$ cat config.mk
export PLATFORM = sky130hd
export DESIGN_NAME = gmp_ctrl
export DESIGN_NICKNAME = d
export VERILOG_FILES = /design/src/hw/rtl/gmp_pkg.sv /design/src/hw/rtl/gmp_ctrl.sv
export SDC_FILE = /design/constraint.sdc
export NUM_CORES = 1
export LEC_CHECK = 0
export BUFFER_PORTS_ARGS = -buffer_cell sky130_fd_sc_hd__buf_2
export CAP_MARGIN = 5
export CORE_MARGIN = 1
export CORE_UTILIZATION = 35
export CTS_BUF_LIST = sky130_fd_sc_hd__clkbuf_8
export CTS_CLUSTER_SIZE = 12
export DETAILED_ROUTE_END_ITERATION = 8
export GPL_ROUTABILITY_DRIVEN = 0
export GPL_TIMING_DRIVEN = 0
export PLACE_DENSITY_LB_ADDON = 0.25
export RECOVER_POWER = 50
export SLEW_MARGIN = 20
export SYNTH_ARGS = -nofsm -noshare
export SYNTH_HDL_FRONTEND = slang
export SYNTH_SLANG_ARGS = --single-unit
$ cat constraint.sdc
create_clock -name clk -period 2.47 [get_ports clk]
set_clock_uncertainty 0.2 [all_clocks]
set_input_delay 0.1235 -clock clk [delete_from_list [all_inputs] [get_ports clk]]
set_output_delay 0.1235 -clock clk [all_outputs]
set_load 0.05 [all_outputs]
$ cat src/hw/rtl/gmp_pkg.sv
package gmp_pkg;

	localparam logic [1:0] CMD_INVAL = 2'd0;
	localparam logic [1:0] CMD_WRITE = 2'd1;
	localparam logic [1:0] CMD_READY = 2'd2;
	localparam logic [1:0] CMD_QUERY = 2'd3;

	localparam logic [2:0] REG_FLAGS  = 3'd0;
	localparam logic [2:0] REG_THRESH = 3'd1;
	localparam logic [2:0] REG_RADIUS = 3'd2;
	localparam logic [2:0] REG_RES    = 3'd3;
	localparam logic [2:0] REG_ORG_X  = 3'd4;
	localparam logic [2:0] REG_ORG_Y  = 3'd5;
	localparam logic [2:0] REG_ROT    = 3'd6;
	localparam logic [2:0] REG_DIMS   = 3'd7;

	localparam logic [6:0]  THRESH_RST = 7'd50;
	localparam logic [23:0] RES_RST    = 24'd65536;
	localparam logic [31:0] ROT_RST    = 32'd16384;

	localparam logic [16:0] SQRT2_Q16  = 17'd92682;

	// divider dividend width, offset width, limit width
	localparam int DW = 36;
	localparam int OW = 44;
	localparam int LW = 26;

	typedef enum logic [1:0] {
		SEL_COL = 2'd0,
		SEL_ROW = 2'd1,
		SEL_RC  = 2'd2
	} div_sel_t;

	typedef struct packed {
		logic     ready_clr;
		logic     ready_set;
		logic     mem_we;
		logic     cap_point;
		logic     mul_en;
		logic     sum_en;
		logic     div_start;
		div_sel_t div_sel;
		logic     lat_col;
		logic     lat_row;
		logic     lat_rc;
		logic     win_en;
		logic     base_en;
		logic     off_en;
		logic     lim_en;
		logic     scan_en;
	} ctl_t;

	typedef struct packed {
		logic pre_ok;
		logic div_done;
		logic in_grid;
		logic scan_last;
		logic pipe_busy;
	} sts_t;

endpackage

$ cat src/hw/rtl/gmp_ctrl.sv
module gmp_ctrl (
	input  logic           clk,
	input  logic           arst_n,
	input  logic           start,
	input  logic [1:0]     cmd,
	input  gmp_pkg::sts_t  sts,
	output gmp_pkg::ctl_t  ctl,
	output logic           busy,
	output logic           done
);

	typedef enum logic [13:0] {
		ST_IDLE   = 14'b00000000000001,
		ST_MUL    = 14'b00000000000010,
		ST_SUM    = 14'b00000000000100,
		ST_DSTART = 14'b00000000001000,
		ST_DCOL   = 14'b00000000010000,
		ST_DROW   = 14'b00000000100000,
		ST_DRC    = 14'b00000001000000,
		ST_WIN    = 14'b00000010000000,
		ST_BASE   = 14'b00000100000000,
		ST_OFF    = 14'b00001000000000,
		ST_LIM    = 14'b00010000000000,
		ST_SCAN   = 14'b00100000000000,
		ST_DRAIN  = 14'b01000000000000,
		ST_DONE   = 14'b10000000000000
	} state_t;

	state_t state_q, state_d;

	always_ff @(posedge clk or negedge arst_n) begin
		if (!arst_n) begin
			state_q <= ST_IDLE;
		end else begin
			state_q <= state_d;
		end
	end

	always_comb begin
		ctl     = '0;
		state_d = state_q;
		case (state_q)
			ST_IDLE: begin
				if (start) begin
					case (cmd)
						gmp_pkg::CMD_INVAL: ctl.ready_clr = 1'b1;
						gmp_pkg::CMD_WRITE: ctl.mem_we    = 1'b1;
						gmp_pkg::CMD_READY: ctl.ready_set = 1'b1;
						gmp_pkg::CMD_QUERY: begin
							ctl.cap_point = 1'b1;
							state_d = sts.pre_ok ? ST_MUL : ST_DONE;
						end
						default: ;
					endcase
				end
			end
			ST_MUL: begin
				ctl.mul_en = 1'b1;
				state_d = ST_SUM;
			end
			ST_SUM: begin
				ctl.sum_en = 1'b1;
				state_d = ST_DSTART;
			end
			ST_DSTART: begin
				ctl.div_start = 1'b1;
				ctl.div_sel   = gmp_pkg::SEL_COL;
				state_d = ST_DCOL;
			end
			ST_DCOL: begin
				if (sts.div_done) begin
					ctl.lat_col   = 1'b1;
					ctl.div_start = 1'b1;
					ctl.div_sel   = gmp_pkg::SEL_ROW;
					state_d = ST_DROW;
				end
			end
			ST_DROW: begin
				if (sts.div_done) begin
					ctl.lat_row   = 1'b1;
					ctl.div_start = 1'b1;
					ctl.div_sel   = gmp_pkg::SEL_RC;
					state_d = ST_DRC;
				end
			end
			ST_DRC: begin
				if (sts.div_done) begin
					ctl.lat_rc = 1'b1;
					state_d = ST_WIN;
				end
			end
			ST_WIN: begin
				ctl.win_en = 1'b1;
				state_d = sts.in_grid ? ST_BASE : ST_DONE;
			end
			ST_BASE: begin
				ctl.base_en = 1'b1;
				state_d = ST_OFF;
			end
			ST_OFF: begin
				ctl.off_en = 1'b1;
				state_d = ST_LIM;
			end
			ST_LIM: begin
				ctl.lim_en = 1'b1;
				state_d = ST_SCAN;
			end
			ST_SCAN: begin
				ctl.scan_en = 1'b1;
				if (sts.scan_last) begin
					state_d = ST_DRAIN;
				end
			end
			ST_DRAIN: begin
				if (!sts.pipe_busy) begin
					state_d = ST_DONE;
				end
			end
			ST_DONE: begin
				state_d = ST_IDLE;
			end
			default: begin
				state_d = ST_IDLE;
			end
		endcase
	end

	assign busy = (state_q != ST_IDLE);
	assign done = (state_q == ST_DONE);

endmodule
# Word-level counts from Yosys, hierarchy flattened
# Cells that the tools add are included.
# word_totals
ff_bits	14
inputBits	10
out_inout_bits	19
word_cells	58
# classes
eq_ne	25
mux	30
reduce_logical	2
# op_table
op	count
14-bit one-hot mux with 13 select lines	1
14-bit two-way mux	9
1-bit two-way mux	15
14-bit by 1-bit equality test with 1-bit output, second input constant	1
14-bit by 10-bit equality test with 1-bit output, second input constant	1
14-bit by 11-bit equality test with 1-bit output, second input constant	1
14-bit by 12-bit equality test with 1-bit output, second input constant	1
14-bit by 13-bit equality test with 1-bit output, second input constant	1
14-bit equality test, second input constant	1
14-bit by 2-bit equality test with 1-bit output, second input constant	1
14-bit by 3-bit equality test with 1-bit output, second input constant	1
14-bit by 4-bit equality test with 1-bit output, second input constant	1
14-bit by 5-bit equality test with 1-bit output, second input constant	1
14-bit by 6-bit equality test with 1-bit output, second input constant	1
14-bit by 7-bit equality test with 1-bit output, second input constant	1
14-bit by 8-bit equality test with 1-bit output, second input constant	1
14-bit by 9-bit equality test with 1-bit output, second input constant	1
14-bit by 1-bit != test with 1-bit output, second input constant	1
4-bit two-way mux	3
2-bit != test, second input constant	6
3-bit one-hot mux with 3 select lines	1
7-bit AND reduction	1
2-bit equality test, second input constant	2
3-bit two-way mux	1
other kinds (3)	3

# Depth between registers and ports, before layout
# Gate-level depths: netlist (run 1).
# depth
depth_word	4
mapped_depth	7
depth_no_buf	6

# Worst setup path before layout (run 1)
# OpenSTA, ideal clock, no wires.
# synth_path
kind	register to output
start	register state_q[2]
end	output port ctl[1] (netlist name)
arrival_ps	2849
t_required_ps	2146
setup_slack_ps	-702
stages_incl_launch_ff	5
n_path_buf	0
cell_sequence	dfrtp_1 nor4_2 nand2_1 or3_1 nor4_1
# synth_rtl
item	line	text
start, declared	gmp_ctrl.sv:29	state_t state_q, state_d;
start signal, assigned	gmp_ctrl.sv:35	state_q <= state_d;
end, declared	gmp_ctrl.sv:7	output gmp_pkg::ctl_t ctl,

==> results of run 1 <==
[what timing repair did]
item,CTS,global route
hold endpoints to repair,18,0
setup endpoints to repair,12,12
buffers inserted,3,11
hold buffers,4,0
gates resized for setup,12,35
pin swaps,3,9
[worst max-delay path by stage]
stage | slack [ps] | startpoint | endpoint
after floorplan | -450 | state_q[8] | ctl[15]
after global routing | -80 | state_q[8] | ctl[14]
after global placement | -0.006 | state_q[6] | ctl[2]
after CTS | 6 | state_q[6] | ctl[2]
after detailed placement | -30 | state_q[6] | ctl[2]
final | 40 | state_q[8] | ctl[9]
[stage by stage]
step | instances | hold slack (ps) | worst slack [ps]
2_1_floorplan | 120 | -372 | -451
3_3_place_gp | 179 | -157 | -0.00600
3_5_place_dp | 179 | -153 | -32.6
4_1_cts | 190 | 0.976 | 6.48
5_1_grt | 200 | 48.3 | -76.1
6_report | 200 | -1.65 | 41.3
[placed cells by master (no fill, tap or decap), types with 4 or more instances in the layout]
cell	count
buf_2	17
buf_4	17
buf_6	7
dfrtp_1	11
dlygate4sd3_1	4
nand2_1	5
nand2b_1	5
nor2_1	6
nor3_1	6
nor3b_2	4
nor4_1	6
nor4_4	5
o21ai_0	7
[cells in the mapped netlist (2+ instances only)]
cell / count / share of area [%]
nor3b_1: 6 / 4.3
or3_1: 3 / 1.8
nor2b_1: 2 / 1.2
nor2_1: 7 / 2.5
nand3b_1: 2 / 1.4
xor2_1: 3 / 2.5
nand3_1: 3 / 1.4
nor4_1: 9 / 5.4
clkbuf_1: 3 / 1.1
buf_4: 2 / 1.4
and4bb_2: 2 / 2.4
o2111ai_1: 2 / 1.7
o211ai_1: 2 / 1.4
a21oi_1: 2 / 0.95
nor3_1: 9 / 4.3
and3_1: 3 / 1.8
nand2_1: 7 / 2.5
dfrtp_1: 13 / 31
and2_1: 2 / 1.2
inv_1: 2 / 0.72
o21ai_0: 7 / 3.3
a21o_1: 2 / 1.4
nand2b_1: 5 / 3.0
nor4_4: 2 / 4.1
[power groups by stage]
stage / Sequential, mW / Combinational [mW] / Clock (mW)
2_1_floorplan: 0.270 / 0.300 / 0
3_3_place_gp: 0.274 / 0.374 / 0
3_5_place_dp: 0.274 / 0.378 / 0
4_1_cts: 0.274 / 0.438 / 0.206
5_1_grt: 0.280 / 0.607 / 0.210
6_report: 0.276 / 0.565 / 0.202
[logic make-up (layout without fill, tap and decap cells)]
group                  after synthesis  after routing  synth area share (%)
AO/OA/AOI/OAI                       21             21                  13.5
XOR/XNOR                             4              4                  3.34
buffers and inverters               10             59                  5.12
flip-flops                          14             14                  33.5
AND/OR/NAND/NOR                     71             71                  44.6
[cell type report]
type	instances	area [sq um]	area share [%]
multi-input combinational	96	777	47.8
sequential	14	354	21.8
timing repair buffer	46	353	21.7
buffer	6	42.5	2.62
clock buffer	3	41.3	2.54
tap	31	38.8	2.39
inverter	3	13.8	0.847
clock inverter	1	3.75	0.231
[worst max-delay path, delay by kind of cell (launching register included)]
kind                   cells  cell delay, ps
DFF                        1             370
buffers and inverters      4             550
and+or+nand+nor            4             910
[per-layer routing]
metal	up-vias	global-route usage, %	routed length (microns)
met5	-	0	0
met4	0	8.71	72
met3	9	3.23	148
met2	42	31.8	1570
met1	550	23.4	1270
li1	547	-	-
==> out/metrics.csv, run 1 <==
metric,value,unit
clock share of power,19.3,%
grt total ovfl,0,
Port Buffer Count,28,
# DRC,2,
sequential area share after synthesis,33.5,%
Final Setup Violations,0,
sum of negative setup slack,0,ps
"EDFF count, synth",0,
starting density of the core,37.4,%
failing checks,"design-rule violations, negative hold slack",
part of the power in registers,26.5,%
Hold Crit Endpoint,state_q[11],
"most used cell, CP",buf_4,
Worst-Margin Slew,820,ps
antenna fix cells,0,
Clock Latency Late Sink,260,ps
root buf cell,clkbuf_8,
CTS H-tree depth,1,
"wirelength, routed",3050,microns
chip width,56.8,microns
Hold Path Origin,sts[1],
clock slew at reported path FFs,60,ps
max reg flops,14,
worst vdd rail ir drop,0.483,mV
#FFs+latches synth,14,
CTS tree,yes,
Power Total,1.04,mW
fin crit share,98.3,%
fraction of registers with async set/reset,100,%
Worst EP arrival,2110,ps
switching part of the total,40.9,%
fmax,412,MHz
Num CTS Buffers,3,
FP Rows,19,
Netlist cell types,44,
CP Class,reg -> out,
fin area,0.00162,sq mm
Core Area,0.00281,sq mm
Boundary Pins,29,
clock sinks,14,
die area,0.00322,sq mm
Biggest register,state_q,
die height,56.8,microns
area grow syn2layout,54.7,%
Fill cells,255,
CTS max path bufs,2,
Vias/cell,5.74,
vias in the first global route,1052,
Synthesis Warnings,0,
worst r2r src,state_q[8],
flop-to-flop setup slack,170,ps
initial antenna violation count,0,
Syn Inst Count,120,
layout cells sized above 1,46.2,%
Pins Over Slew Limit,0,
drt wl/cell,15.3,microns
RSZ-0062 raised after global routing,yes,
part of the power in combinational logic,54.2,%
Pint,0.616,mW
dpl cell area,0.00127,sq mm
FF-to-FF path depth,10,
Vias,1148,
Detailed Route Iter0 Violations,22,
Crit. End Element,output port,
critical path cell sequence,buf_6 > nor4_4 > buf_4 > nand3_4 > nand3b_1 > nor3b_4 > buf_4 > buf_8,
Critical Path Slowest Stage Cell,dfrtp_1,
syn avg cell area,8.75,sq um
hold_ws,-1.65,ps
RR Endpoint,state_q[12],
final net count,180,
syn nets,130,
Fin. Hold Viols,1,
critical path launch point type,flip-flop,
max-cap violations,0,
sw power,0.427,mW
largest net degree at the start of global routing,15,
main flop type after synthesis,dfrtp_1,
Hold Path Class,in -> reg,
HPWL after DPL,2020,microns
first-pass GRT wire length,4760,microns
Largest regs,state_q: 14 flops,
Min-Delay Path Depth,3,
Rel. slew slack,45.3,%
GRT Util Overall,18.9,%
CP max stage delay,370,ps
final core utilization,57.9,%
post-route ant nets,0,
Worst Path Max Fanout,4,
status,"finished, violations left",
synthesized cell area,0.00105,sq mm
shortest period the worst path allows,2430,ps
Power Density,642,mW/mm^2
DRT Pass-1 Iters,6,
CP required,2150,ps
leakage,0.738,nW
Note: power is estimated with default switching activity, not from simulation.
==> run 2: changes to the inputs <==
==> constraint.sdc (replaced) <==
create_clock -name clk -period 2.47 [get_ports clk]
set_clock_uncertainty 0.2 [all_clocks]
set_input_delay 0.494 -clock clk [delete_from_list [all_inputs] [get_ports clk]]
set_output_delay 0.494 -clock clk [all_outputs]
set_load 0.05 [all_outputs]
==> run 2 against run 1 <==
The flow finishes with violations (negative setup slack). Worst setup slack got worse by 340 ps. Sequential power barely moved. Cell area rose by 16%. Cell count rose by 4.5%. Register-to-register slack got worse by 40 ps. Highest routed layer unchanged.
==> out/metrics.csv, run 2 (synthesis gave the netlist of run 1 again) <==
metric,value,unit
# DRC,0,
vias in the first global route,1063,
Core Area,0.00281,sq mm
Worst EP arrival,2080,ps
CP max stage delay,440,ps
flop-to-flop setup slack,130,ps
CP Class,reg -> out,
antenna fix cells,0,
worst vdd rail ir drop,0.326,mV
DRT Pass-1 Iters,4,
shortest period the worst path allows,2770,ps
post-route ant nets,0,
Worst-Margin Slew,830,ps
fin crit share,112,%
chip width,56.8,microns
layout cells sized above 1,56.2,%
CP required,1780,ps
starting density of the core,37.4,%
largest net degree at the start of global routing,15,
initial antenna violation count,0,
CTS tree,yes,
Power Density,671,mW/mm^2
Worst Path Max Fanout,5,
status,"finished, violations left",
FF-to-FF path depth,9,
first-pass GRT wire length,5310,microns
Worst Setup EP,ctl[9],
FF+latch area,358,sq um
CTS max path bufs,2,
Crit. End Element,output port,
HPWL after DPL,2080,microns
final core utilization,66.9,%
critical path depth in cells,7,
final net count,189,
Biggest register,state_q,
Critical Path Slowest Stage Cell,dfrtp_2,
drt wl/cell,16.5,microns
Largest regs,state_q: 14 flops,
CTS H-tree depth,1,
Num CTS Buffers,3,
worst r2r src,state_q[2],
Port Buffer Count,28,
die area,0.00322,sq mm
grt total ovfl,0,
RSZ-0062 raised after global routing,yes,
Final Setup Violations,16,
Detailed Route Iter0 Violations,52,
"commonest cells after routing, fill and taps aside","buf_6, buf_4, buf_2",
leakage,0.803,nW
crit path buf inv count,3,
failing checks,negative setup slack,
fmax,361,MHz
max reg flops,14,
critical path startpoint,state_q[13],
cell family with most CP delay,simple AND/OR/NAND/NOR gates,
Vias,1202,
Boundary Pins,29,
Pins Over Slew Limit,0,
die height,56.8,microns
GRT Util Overall,21.0,%
Fin. Hold Viols,0,
Setup WS post-layout,-303,ps
Hold Path Class,in -> reg,
root buf cell,clkbuf_8,
FP Rows,19,
sum of negative setup slack,-2830,ps
clock sinks,14,
Min-Delay Path Depth,2,
critical path launch point type,flip-flop,
Clock Latency Late Sink,250,ps
Vias/cell,5.75,
Fill cells,216,
max-cap violations,0,
RR Endpoint,state_q[5],
Rel. slew slack,44.6,%
critical path cell sequence,nor4_4 > buf_4 > nand3_4 > nand3b_1 > nor3b_4 > buf_6 > buf_8,
"wirelength, routed",3450,microns
footprint of the multi-input gates,882,sq um
area grow syn2layout,78.8,%
clock slew at reported path FFs,70,ps
-- run 2: cell types whose count changed in the layout (fill, tap and decap cells not counted), moves of 2 or more --
cell / delta
buf_4: +5
nor4_4: +2
nor3b_4: +2
nor3_2: -2
dfrtp_1: -3
nor3_4: +4
dlygate4sd3_1: -3
nor3_1: -2
buf_2: -8
nor2_1: -2
buf_6: +15
nor3b_2: -2
dfrtp_2: +3
nor2_4: +2
-- run 2: how the worst min path moves through the flow --
stage	slack (ps)	endpoint	startpoint
after floorplan	-2	state_q[10]	arst_n
after global placement	220	state_q[11]	arst_n
after detailed placement	220	state_q[9]	arst_n
after CTS	260	state_q[8]	sts[2]
after global routing	270	state_q[8]	sts[2]
final	260	state_q[8]	sts[2]
-- run 2: metrics by stage --
stage | instances | setup slack [ps] | area (sq um) | hold slack, ps | total power, mW
2_1_floorplan | 120 | -302 | 1200 | -1.59 | 0.617
3_3_place_gp | 179 | -349 | 1380 | 215 | 0.700
3_5_place_dp | 179 | -370 | 1380 | 219 | 0.711
4_1_cts | 202 | -316 | 1770 | 261 | 1.13
5_1_grt | 209 | -402 | 1880 | 266 | 1.31
6_report | 209 | -303 | 1880 | 258 | 1.26
-- run 2: layer usage --
layer | vias to the layer above | GRT usage (%) | wire (microns) | part of all wire [%]
li1 | 573 | - | - | -
met1 | 591 | 28.9 | 1500 | 44
met2 | 35 | 34.2 | 1760 | 51
met3 | 3 | 3.92 | 169 | 4.9
met4 | 0 | 4.88 | 23 | 0.67
met5 | - | 0 | 0 | 0
-- run 2: worst register-to-register path, cell delays in order (launching register included) --
cell and delay, ps:
dfrtp_2 420, nor4_4 260, buf_4 180, buf_4 110, buf_4 100, nand4_1 160, buf_4 200, or4_1 410
o211ai_1 110, a21o_1 130
-- run 2: final cells by class --
type	instances	area share, %
Clock buffer	3	2.20
Inverter	3	0.733
Multi-Input combinational cell	96	47.0
Buffer	5	1.87
Timing Repair Buffer	56	26.9
Clock inverter	1	0.200
Tap cell	31	2.07
Sequential cell	14	19.1
-- run 2: repair_timing --
| action | CTS | global route |
|---|---|---|
| hold endpoints to repair | 13 | 0 |
| setup buffers | 21 | 10 |
| gates cloned | 0 | 0 |
| resized for setup | 58 | 16 |
| endpoints found under the setup margin | 17 | 20 |
| hold buffers | 1 | 0 |
| pin swaps | 15 | 17 |
-- run 2: where the power goes --
part	total, mW	internal, mW	switching, mW
clock network	0.202	0.110	0.0918
logic	0.782	0.395	0.387
registers	0.274	0.250	0.0240
total	1.26	0.756	0.503
